`src/rtl/sfc_isqrt.sv`:
```
// Bit-serial integer square root, one result bit per cycle.
// Depends on nothing.
`timescale 1ns / 1ps
module sfc_isqrt (
    input  logic        aclk,
    input  logic        aresetn,
    input  logic        start,
    input  logic [65:0] radicand,
    output logic        done,
    output logic [32:0] root
);
    logic [65:0] rem_reg, rem_next;
    logic [32:0] root_reg, root_next;
    logic [5:0]  cnt_reg, cnt_next;
    logic        busy_reg, busy_next;
    logic [67:0] cand;

    always_comb begin
        rem_next  = rem_reg;
        root_next = root_reg;
        cnt_next  = cnt_reg;
        busy_next = busy_reg;
        cand      = '0;
        if (start) begin
            rem_next  = radicand;
            root_next = '0;
            cnt_next  = 6'd33;
            busy_next = 1'b1;
        end else if (busy_reg) begin
            // restoring root: try bit (cnt-1), trial is root*2^(j+1) + 2^(2j)
            cand = (68'(root_reg) << cnt_reg) + (68'd1 << {cnt_reg - 6'd1, 1'b0});
            if ({2'b00, rem_reg} >= cand) begin
                rem_next  = 66'({2'b00, rem_reg} - cand);
                root_next = root_reg | (33'd1 << (cnt_reg - 6'd1));
            end
            cnt_next = cnt_reg - 6'd1;
            if (cnt_reg == 6'd1) busy_next = 1'b0;
        end
    end
    always_ff @(posedge aclk) begin
        if (!aresetn) begin
            busy_reg <= 1'b0;
            cnt_reg  <= '0;
        end else begin
            busy_reg <= busy_next;
            cnt_reg  <= cnt_next;
        end
        rem_reg  <= rem_next;
        root_reg <= root_next;
    end
    assign done = busy_reg && (cnt_reg == 6'd1);
    assign root = root_next;
endmodule

```
`config.mk`:
```
export PLATFORM = sky130hd
export DESIGN_NAME = sfc_isqrt
export DESIGN_NICKNAME = d
export VERILOG_FILES = /design/src/rtl/sfc_isqrt.sv
export SDC_FILE = /design/constraint.sdc
export NUM_CORES = 1
export LEC_CHECK = 0
export BUFFER_PORTS_ARGS = -buffer_cell sky130_fd_sc_hd__clkbuf_2
export CAP_MARGIN = 20
export CORE_MARGIN = 1.5
export CORE_UTILIZATION = 38
export CTS_BUF_LIST = sky130_fd_sc_hd__clkbuf_4 sky130_fd_sc_hd__clkbuf_8 sky130_fd_sc_hd__clkbuf_16
export CTS_CLUSTER_SIZE = 40
export DETAILED_ROUTE_END_ITERATION = 6
export PLACE_DENSITY = 0.52
export REMOVE_ABC_BUFFERS = 1
export SLEW_MARGIN = 10
export SYNTH_ARGS = -nofsm -noshare
export SYNTH_HDL_FRONTEND = slang
export SYNTH_SLANG_ARGS = --single-unit
```
`constraint.sdc`:
```
create_clock -name aclk -period 12 [get_ports aclk]
set_clock_uncertainty 0.2 [all_clocks]
set_input_delay 2.4 -clock aclk [delete_from_list [all_inputs] [get_ports aclk]]
set_output_delay 2.4 -clock aclk [all_outputs]
set_load 0.03 [all_outputs]
```
==> summary.txt, run 1 <==
CLOCKING
-------------------------------------------------------------------------------------
Clock-pin slew of the registers on the worst-case setup and hold paths        0.08 ns
Maximum buffer depth of the clock tree                                              2
Post-cts sizing count                                                               0
Clock latency of the later-clocked register in the worst-skew pair            0.40 ns
Maximum level of the CTS H-tree                                                     3
Count of hold-fix buffers inserted at cts                                           0
Postcts setup bufs                                                                  0
Cts bufs inserted                                                                   9
Clock Sink Count                                                                  106
Cell at the root of the clock tree                                       sky130_fd_sc_hd__clkbuf_16
TritonCTS clock tree                                                              yes

ROUTE
-------------------------------------------------------------------------------------
Remaining number of nets flagged by the antenna check after routing                 0
Detail-routed via count per cell                                                 5.96
Routed vias                                                                     13500
# DRC                                                                               0
Drt first pass iters                                                                5
DRT iter0 DRCs                                                                   1164
Routed len/inst                                                          21.7 microns
Total routed wirelength                                                  48900 microns

TIMING
-------------------------------------------------------------------------------------
Setup repair after global routing missed its margin                                no
PnR worst setup slack                                                        0.636 ns
Post-layout minimum cycle time                                               11.36 ns
Final Slew Violations                                                               0
Max-Slew Margin vs Limit                                                        0.390
Worst slack on hold paths                                                    0.374 ns
Number of hold-slack violations in the final timing report                          0
Top achievable clock speed                                                 0.0880 GHz
Final-layout setup total negative slack                                          0 ns
Slew at the pin closest to its max-slew limit                                0.891 ns
Count of endpoints failing setup in the final report                                0
Final period utilization                                                        0.947

LAYOUT
-------------------------------------------------------------------------------------
Diode count                                                                         0
Fraction of final layout cells with drive strength greater than 1               0.135
Net total in the final layout                                                    1968
Post-route non-filler standard cell count                                        2258
Layout overhead on the synthesized area                                         8.75%
Post-Layout Inst Area                                                    0.0148 sq mm
Count of filler cells inserted in the layout                                     3672
Flip-flop count of the largest register after layout                               66

POWER
-------------------------------------------------------------------------------------
Portion of total power attributed to sequential cells                           0.242
Gate power share                                                                0.640
Pwr per Cell Area                                                         169 mW/mm^2
Net switching fraction of the power                                             0.463
Design internal power                                                         1340 uW
Worst IR Drop VDD                                                           0.0818 mV
Cell leakage power                                                         0.00578 uW
Clock share of power                                                            0.118
Sw Pwr                                                                        1160 uW

SETUP PATH
-------------------------------------------------------------------------------------
Cell with the largest stage delay on the worst path                      sky130_fd_sc_hd__dfxtp_4
Critical Path AT                                                              8.76 ns
Type of the worst setup path                                               reg -> out
CP required                                                                   9.40 ns
Crit path largest cell delay                                                  0.57 ns
Critical Path Fanout Max                                                           28
Kind of start point of the critical path                                         flop
Kind of capture point of the worst setup path                              output pin

GRT
-------------------------------------------------------------------------------------
Met1 routing resource usage after global routing                                0.367
Total Routing Usage GR                                                          0.266
Sum of overflow across all layers after global routing                              0
Highest-utilization routing layer at the global route stage                      met2
Largest net degree at the start of global routing                                 104
Via count of the first global-routing pass                                      12800
Met2 track utilization from global routing                                      0.416
Met3 Use GR                                                                    0.0375
Wire length of the first global-routing pass                             75100 microns
Number of antenna violations at the first check in global routing                   0

PLACEMENT
-------------------------------------------------------------------------------------
Pre-CTS setup slack                                                          0.618 ns
Half-perimeter wire length after placement                               38600 microns
Final weighted congestion of routability-driven global placement                0.995
Cell total after placement                                                       2242
Instance area after placement                                            0.0145 sq mm
IO buf count                                                                      102

SYNTH
-------------------------------------------------------------------------------------
Share of the yosys chip area belonging to registers                             0.204
Syn Area/Cell                                                              7.82 sq um
Cell taking the most area after synthesis                                sky130_fd_sc_hd__edfxtp_1
EDFF count, synth                                                                  66
Area share of the largest cell type after synthesis                             0.145
Post-synthesis sequential element count                                           106
Synthesized area                                                         0.0136 sq mm
Post-synthesis async set-or-reset flop share                                        0
Most used standard cell by instance count after synthesis                sky130_fd_sc_hd__nand2_1
Ranking of synthesized cells by instance count                           sky130_fd_sc_hd__nand2_1, sky130_fd_sc_hd__nor2_1, sky130_fd_sc_hd__o21ai_0, sky130_fd_sc_hd__ha_1, sky130_fd_sc_hd__a21oi_1
Synth Flop Type                                                          sky130_fd_sc_hd__edfxtp_1
Leading cell types by total area after synthesis                         sky130_fd_sc_hd__edfxtp_1, sky130_fd_sc_hd__ha_1, sky130_fd_sc_hd__nand2_1
Ys Warns                                                                            0
Netlist cell types                                                                 97
Post-Syn Instances                                                               1743

RUN
-------------------------------------------------------------------------------------
Max-Cap Viols                                                                       0

DIE
-------------------------------------------------------------------------------------
Standard-cell rows                                                                 69
Die outline area                                                         0.0370 sq mm
Die Y-Extent                                                              192 microns
I/O pin cnt                                                                       103
Initial core utilization                                                        0.385
Area of the core                                                         0.0354 sq mm
Die span in x                                                             192 microns

HOLD PATH
-------------------------------------------------------------------------------------
Class of the tightest hold or removal check                                reg -> reg

STATUS
-------------------------------------------------------------------------------------
Status                                                                   finished, final reports clean

-- final cells by class --
| type | instances | area (sq um) | area share |
|---|---|---|---|
| timing repair buffer | 129 | 732 | 0.0494 |
| sequential | 106 | 2790 | 0.188 |
| inverter | 61 | 233 | 0.0157 |
| multi-input combinational | 1485 | 10200 | 0.689 |
| tap | 461 | 577 | 0.0389 |
| clock inverter | 5 | 28.8 | 0.00194 |
| clock buffer | 11 | 240 | 0.0162 |
-- power groups by stage --
stage | Combinational (uW) | Sequential (uW) | Clock [uW]
after global routing | 1780 | 616 | 315
final | 1600 | 606 | 296
after CTS | 1580 | 607 | 307
after detailed placement | 1560 | 613 | 0
after floorplan | 1180 | 604 | 0
after global placement | 1560 | 615 | 0
-- placed cells by master, fill, tap and decap left out, drive strengths merged, types with 7 or more instances in the layout --
cell	instances
o21bai	16
a31oi	24
a21oi	98
a211oi	10
buf	28
nor2	147
o21ai	144
o22ai	55
xnor2	73
a211o	7
nor4	9
mux2	28
ha	106
dfxtp	40
nand2	238
or3	8
edfxtp	66
xor2	58
inv	61
and3	10
mux2i	46
nand2b	39
a21o	46
o211ai	10
clkbuf	112
nor2b	27
o31ai	24
o21a	18
nand4	21
mux4	19
nor3	27
or2	13
nand3	31
and2	28
-- worst max-delay path, delay by kind of cell, from the launching register on --
| kind | cells | cell delay, ns |
|---|---|---|
| XOR/XNOR | 1 | 0.19 |
| AO/OA/AOI/OAI | 14 | 3.18 |
| buffers and inverters | 2 | 0.50 |
| AND/OR/NAND/NOR | 11 | 2.55 |
| multiplexers | 2 | 0.67 |
| adder cells (fa/ha/maj) | 2 | 0.71 |
| flip-flops | 1 | 0.57 |
-- metal layers --
layer,routed length (microns),vias to the layer above
met5,0,-
met4,1720,0
met3,2730,89
met2,21600,465
met1,22900,6390
li1,-,6506
-- final timing paths --
path                              startpoint            to  slack (ns)  cells after the start
worst max-delay path              cnt_reg[1]       root[1]        0.64                     32
worst min-delay path            root_reg[11]  root_reg[11]        0.37                      2
worst max register to register    cnt_reg[1]    rem_reg[2]        2.81                     32
worst min register to register  root_reg[11]  root_reg[11]        0.37                      2
-- cell families after synthesis --
family,synth area share
XOR/XNOR,0.0842
multiplexers,0.0886
adder cells (fa/ha/maj),0.0988
AND/OR/NAND/NOR,0.211
buffers and inverters,0.0484
flip-flops,0.204
AO/OA/AOI/OAI,0.265
-- metrics by stage --
step	power, uW	utilization
2_1_floorplan	1780	-
3_3_place_gp	2170	0.410
3_5_place_dp	2180	0.410
4_1_cts	2490	0.418
5_1_grt	2710	0.419
6_report	2500	0.419
Power figures use the tool's default switching activity.
==> inputs of run 2 (changes only) <==
--- a/config.mk
+++ b/config.mk
@@ -8,13 +8,14 @@
 export BUFFER_PORTS_ARGS = -buffer_cell sky130_fd_sc_hd__clkbuf_2
 export CAP_MARGIN = 20
 export CORE_MARGIN = 1.5
-export CORE_UTILIZATION = 38
+export CORE_UTILIZATION = 52
 export CTS_BUF_LIST = sky130_fd_sc_hd__clkbuf_4 sky130_fd_sc_hd__clkbuf_8 sky130_fd_sc_hd__clkbuf_16
 export CTS_CLUSTER_SIZE = 40
 export DETAILED_ROUTE_END_ITERATION = 6
-export PLACE_DENSITY = 0.52
+export PLACE_DENSITY = 0.68
 export REMOVE_ABC_BUFFERS = 1
 export SLEW_MARGIN = 10
 export SYNTH_ARGS = -nofsm -noshare
 export SYNTH_HDL_FRONTEND = slang
 export SYNTH_SLANG_ARGS = --single-unit
+export TNS_END_PERCENT = 100
==> run 2 against run 1 <==
Wire length decreased by 6.0%; count of clock-buffer cells in the layout decreased by 1; final area decreased by 1.2%; global-route usage increased by 7.2 points; fmax decreased by 0.12%; critical path depth increased by 3; utilization increased by 15 points.
==> summary.txt, run 2 (synthesized netlist as in run 1, its figures left out) <==
TIMING
-------------------------------------------------------------------------------------
Post-layout minimum cycle time                                               11.38 ns   was 11.36 ns
Final-layout setup total negative slack                                          0 ns   unchanged
Count of endpoints failing setup in the final report                                0   unchanged
Max-Slew Margin vs Limit                                                        0.367   was 0.390
Top achievable clock speed                                                 0.0879 GHz   was 0.0880 GHz
Slew at the pin closest to its max-slew limit                                0.949 ns   was 0.891 ns
Worst slack on hold paths                                                    0.374 ns   about the same
Final Slew Violations                                                               0   unchanged
Setup repair after global routing missed its margin                                no   unchanged
Final period utilization                                                        0.948   was 0.947
Number of hold-slack violations in the final timing report                          0   unchanged

CLOCKING
-------------------------------------------------------------------------------------
Post-cts sizing count                                                               0   unchanged
Postcts setup bufs                                                                  0   unchanged
Clock-pin slew of the registers on the worst-case setup and hold paths        0.08 ns   about the same
Maximum level of the CTS H-tree                                                     3   unchanged
Count of hold-fix buffers inserted at cts                                           0   unchanged
Cell at the root of the clock tree                                       sky130_fd_sc_hd__clkbuf_16   unchanged
TritonCTS clock tree                                                              yes   unchanged
Maximum buffer depth of the clock tree                                              2   unchanged
Clock latency of the later-clocked register in the worst-skew pair            0.38 ns   was 0.40 ns
Clock Sink Count                                                                  106   unchanged
Cts bufs inserted                                                                   9   unchanged

DIE
-------------------------------------------------------------------------------------
Die outline area                                                         0.0272 sq mm   was 0.0370 sq mm
Die span in x                                                             165 microns   was 192 microns
Area of the core                                                         0.0259 sq mm   was 0.0354 sq mm
I/O pin cnt                                                                       103   unchanged
Standard-cell rows                                                                 59   was 69
Die Y-Extent                                                              165 microns   was 192 microns
Initial core utilization                                                        0.526   was 0.385

SETUP PATH
-------------------------------------------------------------------------------------
Critical Path AT                                                              8.78 ns   was 8.76 ns
FF-to-FF path depth                                                                33   was 32
Register-to-register path setup slack                                         2.48 ns   was 2.81 ns
Kind of start point of the critical path                                         flop   unchanged
Type of the worst setup path                                               reg -> out   unchanged
Kind of capture point of the worst setup path                              output pin   unchanged
Crit path largest cell delay                                                  0.56 ns   was 0.57 ns
Critical Path Fanout Max                                                           16   was 28
Worst R2R Start                                                            cnt_reg[0]   was cnt_reg[1]
Cell with the largest stage delay on the worst path                      sky130_fd_sc_hd__dfxtp_2   was sky130_fd_sc_hd__dfxtp_4
CP required                                                                   9.40 ns   about the same
Worst r2r dst                                                             rem_reg[64]   was rem_reg[2]

ROUTE
-------------------------------------------------------------------------------------
Routed len/inst                                                          21.6 microns   was 21.7 microns
Detail-routed via count per cell                                                 6.41   was 5.96
Drt first pass iters                                                                6   was 5
Routed vias                                                                     13700   was 13500
Total routed wirelength                                                  46000 microns   was 48900 microns
Remaining number of nets flagged by the antenna check after routing                 0   unchanged
DRT iter0 DRCs                                                                   1738   was 1164
# DRC                                                                               0   unchanged

GRT
-------------------------------------------------------------------------------------
Sum of overflow across all layers after global routing                              0   unchanged
Number of antenna violations at the first check in global routing                   0   unchanged
Via count of the first global-routing pass                                      12800   about the same
Total Routing Usage GR                                                          0.338   was 0.266
Wire length of the first global-routing pass                             70700 microns   was 75100 microns
Largest net degree at the start of global routing                                 101   was 104

LAYOUT
-------------------------------------------------------------------------------------
Net total in the final layout                                                    1968   unchanged
Layout overhead on the synthesized area                                         7.47%   was 8.75%
Commonest cells after routing, fill and taps aside                       sky130_fd_sc_hd__nand2_1, sky130_fd_sc_hd__nor2_1, sky130_fd_sc_hd__o21ai_0   unchanged
Fraction of final layout cells with drive strength greater than 1               0.136   was 0.135
Fraction of the core area covered by cells at the end of the flow               0.565   was 0.419
Most common cell after layout, fill and taps aside                       sky130_fd_sc_hd__nand2_1   unchanged
Post-Layout Inst Area                                                    0.0146 sq mm   was 0.0148 sq mm
Diode count                                                                         0   unchanged
Flip-flop count of the largest register after layout                               66   unchanged

POWER
-------------------------------------------------------------------------------------
Design internal power                                                         1350 uW   was 1340 uW
Sw Pwr                                                                        1150 uW   was 1160 uW
Gate power share                                                                0.629   was 0.640
Cell leakage power                                                         0.00578 uW   about the same
Net switching fraction of the power                                             0.460   was 0.463
Portion of total power attributed to sequential cells                           0.242   about the same
Clock share of power                                                            0.129   was 0.118
Pwr per Cell Area                                                         171 mW/mm^2   was 169 mW/mm^2
Worst IR Drop VDD                                                            0.112 mV   was 0.0818 mV

HOLD PATH
-------------------------------------------------------------------------------------
Instance count along the most critical hold path                                    2   unchanged
Class of the tightest hold or removal check                                reg -> reg   unchanged
Hold path start                                                          root_reg[29]   was root_reg[11]
Min-Delay Endpoint                                                       root_reg[29]   was root_reg[11]

PLACEMENT
-------------------------------------------------------------------------------------
Final weighted congestion of routability-driven global placement                 1.01   was 0.995
Instance area after placement                                            0.0143 sq mm   was 0.0145 sq mm
Half-perimeter wire length after placement                               35800 microns   was 38600 microns
IO buf count                                                                      102   unchanged

STATUS
-------------------------------------------------------------------------------------
Status                                                                   finished, final reports clean   unchanged

RUN
-------------------------------------------------------------------------------------
Max-Cap Viols                                                                       0   unchanged

-- run 2: changes by cell type in the layout (fill, tap and decap cells not counted), sizes merged --
cell	delta
clkinvlp	-2
inv	+2
clkbuf	-1
clkinv	+1
-- run 2: worst max-delay path, delay by kind of cell (launching register included) --
| kind | cells | cell delay (ns) |
|---|---|---|
| buffers and inverters | 3 | 0.76 |
| adder cells (fa/ha/maj) | 3 | 0.81 |
| flip-flops | 1 | 0.56 |
| AO/OA/AOI/OAI | 16 | 3.56 |
| XOR/XNOR | 1 | 0.18 |
| AND/OR/NAND/NOR | 12 | 2.51 |
-- run 2: area by class of cell --
cell class	count	area (sq um)
Tap cell	335	419
Timing Repair Buffer	129	716
Fill cell	2506	11300
Multi-Input combinational cell	1485	10200
Clock buffer	10	250
Sequential cell	106	2790
Inverter	61	229
Clock inverter	6	45.0
-- run 2: power groups by stage --
stage,clock (uW),sequential [uW],combinational [uW]
after global routing,337,616,1750
final,323,605,1570
after CTS,329,607,1560
after detailed placement,0,614,1540
after global placement,0,613,1530
after floorplan,0,604,1180
-- run 2: worst max-delay path by stage --
stage	slack (ns)	start	end	cells after the start
2_1_floorplan	0.84	cnt_reg[0]	root[0]	32
3_3_place_gp	1.12	cnt_reg[1]	root[1]	33
3_5_place_dp	0.90	cnt_reg[1]	root[1]	33
4_1_cts	0.45	cnt_reg[1]	root[1]	33
5_1_grt	0.06	cnt_reg[0]	root[5]	33
6_report	0.62	cnt_reg[0]	root[1]	35
-- run 2: metrics by stage --
stage	power, uW	cells	setup slack, ns
CTS	2490	2132	0.453
detailed placement	2160	2116	0.898
finish	2500	2132	0.622
global placement	2140	2116	1.12
floorplan	1780	1652	0.843
global route	2700	2132	0.0562
-- run 2: layer usage --
| layer | routed length (microns) | global-route usage | vias up | share of wire |
|---|---|---|---|---|
| met2 | 19900 | 0.526 | 649 | 0.43 |
| met1 | 20300 | 0.459 | 6379 | 0.44 |
| met3 | 3790 | 0.0558 | 122 | 0.082 |
| met5 | 0 | 0 | - | 0 |
| li1 | - | - | 6515 | - |
| met4 | 1950 | 0.149 | 0 | 0.042 |
==> inputs of run 3 (changes only) <==
==> constraint.sdc (replaced) <==
create_clock -name aclk -period 10.8 [get_ports aclk]
set_clock_uncertainty 0.2 [all_clocks]
set_input_delay 2.16 -clock aclk [delete_from_list [all_inputs] [get_ports aclk]]
set_output_delay 2.16 -clock aclk [all_outputs]
set_load 0.03 [all_outputs]
==> run 3 against run 2 <==
First-iteration DRC count down 8.5%; sequential power grew 12%; count of clock-buffer cells in the layout up 2; sequential cell count unchanged; setup slack lost 0.17 ns; via count is 1.0% higher; final cell count increased by 0.84%; wire length up 2.0%; non-clock buffer count grew 18; global-route usage up 0.45 points; critical path type unchanged; register-to-register slack got worse by 0.64 ns; combinational power is 14% higher; largest cell class unchanged.
==> summary.txt, run 3 (synthesized netlist as in run 1, its figures left out) <==
TIMING
-------------------------------------------------------------------------------------
Final period utilization                                                        0.958
Max-Slew Margin vs Limit                                                        0.422   was 0.367
Number of hold-slack violations in the final timing report                          0   unchanged
Final Slew Violations                                                               0   unchanged
Slew at the pin closest to its max-slew limit                                0.867 ns   was 0.949 ns
Count of endpoints failing setup in the final report                                0   unchanged
Top achievable clock speed                                                 0.0966 GHz
PnR worst setup slack                                                        0.448 ns   was 0.622 ns
Post-layout minimum cycle time                                               10.35 ns
Final-layout setup total negative slack                                          0 ns   unchanged

GRT
-------------------------------------------------------------------------------------
Number of antenna violations at the first check in global routing                   0   unchanged
Largest net degree at the start of global routing                                 102   was 101
Via count of the first global-routing pass                                      12700   was 12800
Total Routing Usage GR                                                          0.342   was 0.338
Sum of overflow across all layers after global routing                              0   unchanged
Wire length of the first global-routing pass                             71400 microns   was 70700 microns

PLACEMENT
-------------------------------------------------------------------------------------
IO buf count                                                                      102   unchanged
Final weighted congestion of routability-driven global placement                 1.03   was 1.01
Pre-CTS setup slack                                                          0.127 ns   was 0.898 ns
Cell total after placement                                                       2133   was 2116
Half-perimeter wire length after placement                               36400 microns   was 35800 microns

SETUP PATH
-------------------------------------------------------------------------------------
Crit path largest cell delay                                                  0.55 ns   was 0.56 ns
Type of the worst setup path                                               reg -> out   unchanged
CP required                                                                   8.44 ns   was 9.40 ns
Cell with the largest stage delay on the worst path                      sky130_fd_sc_hd__or4_1   was sky130_fd_sc_hd__dfxtp_2
Critical Path Fanout Max                                                           18   was 16
Kind of capture point of the worst setup path                              output pin   unchanged
Register-to-register path setup slack                                         1.84 ns   was 2.48 ns
Critical Path AT                                                              7.99 ns   was 8.78 ns
Kind of start point of the critical path                                         flop   unchanged

LAYOUT
-------------------------------------------------------------------------------------
Post-route non-filler standard cell count                                        2150   was 2132
Fraction of final layout cells with drive strength greater than 1               0.148   was 0.136
Layout overhead on the synthesized area                                         8.88%   was 7.47%
Count of filler cells inserted in the layout                                     2458   was 2506
Diode count                                                                         0   unchanged
Most common cell after layout, fill and taps aside                       sky130_fd_sc_hd__nand2_1   unchanged
Commonest cells after routing, fill and taps aside                       sky130_fd_sc_hd__nand2_1, sky130_fd_sc_hd__nor2_1, sky130_fd_sc_hd__o21ai_0   unchanged
Net total in the final layout                                                    1986   was 1968
Flip-flop count of the largest register after layout                               66   unchanged

ROUTE
-------------------------------------------------------------------------------------
Routed vias                                                                     13800   was 13700
DRT iter0 DRCs                                                                   1590   was 1738
Total routed wirelength                                                  46900 microns   was 46000 microns
# DRC                                                                               0   unchanged
Routed len/inst                                                          21.8 microns   was 21.6 microns
Detail-routed via count per cell                                                 6.42   was 6.41
Drt first pass iters                                                                6   unchanged
Remaining number of nets flagged by the antenna check after routing                 0   unchanged

DIE
-------------------------------------------------------------------------------------
Die outline area                                                         0.0272 sq mm   unchanged
Die span in x                                                             165 microns   unchanged
Die Y-Extent                                                              165 microns   unchanged
Standard-cell rows                                                                 59   unchanged
I/O pin cnt                                                                       103   unchanged
Initial core utilization                                                        0.526   unchanged
Area of the core                                                         0.0259 sq mm   unchanged

POWER
-------------------------------------------------------------------------------------
Pwr per Cell Area                                                         190 mW/mm^2   was 171 mW/mm^2
Worst IR Drop VDD                                                            0.150 mV   was 0.112 mV
Cell leakage power                                                         0.00588 uW   was 0.00578 uW

CLOCKING
-------------------------------------------------------------------------------------
Clock latency of the later-clocked register in the worst-skew pair            0.38 ns   about the same
Cts bufs inserted                                                                   9   unchanged
TritonCTS clock tree                                                              yes   unchanged
Clock-pin slew of the registers on the worst-case setup and hold paths        0.08 ns   about the same
Count of hold-fix buffers inserted at cts                                           0   unchanged
Maximum buffer depth of the clock tree                                              2   unchanged
Cell at the root of the clock tree                                       sky130_fd_sc_hd__clkbuf_16   unchanged
Maximum level of the CTS H-tree                                                     3   unchanged
Clock Sink Count                                                                  106   unchanged

RUN
-------------------------------------------------------------------------------------
Max-Cap Viols                                                                       0   unchanged

STATUS
-------------------------------------------------------------------------------------
Status                                                                   finished, final reports clean   unchanged

HOLD PATH
-------------------------------------------------------------------------------------
Class of the tightest hold or removal check                                reg -> reg   unchanged

-- run 3: cell types whose count changed in the layout (fill, tap and decap cells not counted), moves of 2 or more --
cell / before / now
sky130_fd_sc_hd__a31oi_2: 0 / 2
sky130_fd_sc_hd__a31oi_1: 24 / 22
sky130_fd_sc_hd__clkbuf_8: 0 / 3
sky130_fd_sc_hd__buf_4: 28 / 45
sky130_fd_sc_hd__clkinv_2: 2 / 0
sky130_fd_sc_hd__inv_6: 3 / 1
-- run 3: worst max-delay path: cells and delay by family (launching register included) --
family	cells	cell delay, ns
fa+ha+maj	2	0.71
flops	1	0.52
buf+inv	2	0.41
mux	2	0.71
compound gates	14	2.80
simple gates	11	2.26
xor+xnor	1	0.18
-- run 3: power breakdown --
part | internal [uW] | total [uW] | switching, uW
sequential | 614 | 675 | 61.0
combinational | 731 | 1790 | 1060
clock | 178 | 353 | 174
-- run 3: cell type report --
type	instances	area, sq um	area share
flip-flops and latches	106	2790	0.188
clock buffers	12	267	0.0180
well taps	335	419	0.0283
clock inverters	4	32.5	0.00219
multi-input cells	1485	10200	0.690
inverters	61	229	0.0154
repair buffers	147	855	0.0576
-- run 3: routing by layer --
layer	up-vias	wire, microns	track usage
met2	687	20400	0.526
met5	-	0	0
met3	129	3720	0.0542
met4	0	2030	0.154
met1	6436	20800	0.470
li1	6553	-	-
-- run 3: path summary, 6_finish.rpt --
path | startpoint | end | cells after the start
worst min-delay path | root_reg[11] | root_reg[11] | 2
worst max-delay path | cnt_reg[1] | root[4] | 32
worst max register to register | cnt_reg[1] | rem_reg[65] | 32
worst min register to register | root_reg[11] | root_reg[11] | 2
-- run 3: metrics by stage --
| stage | hold WS [ns] | total power (uW) | instance area, sq um | util |
|---|---|---|---|---|
| 2_1_floorplan | 0.379 | 1980 | 13200 | - |
| 3_3_place_gp | 0.341 | 2390 | 14500 | 0.558 |
| 3_5_place_dp | 0.354 | 2410 | 14500 | 0.558 |
| 4_1_cts | 0.369 | 2780 | 14800 | 0.570 |
| 5_1_grt | 0.387 | 3030 | 14800 | 0.573 |
| 6_report | 0.366 | 2810 | 14800 | 0.573 |
-- run 3: timing repair --
| item | 4_1_cts | 5_1_grt |
|---|---|---|
| setup endpoints to repair | 33 | 33 |
| setup buffers | 0 | 1 |
| cloned | 0 | 0 |
| resized for setup | 2 | 11 |
| pin swaps | 0 | 0 |
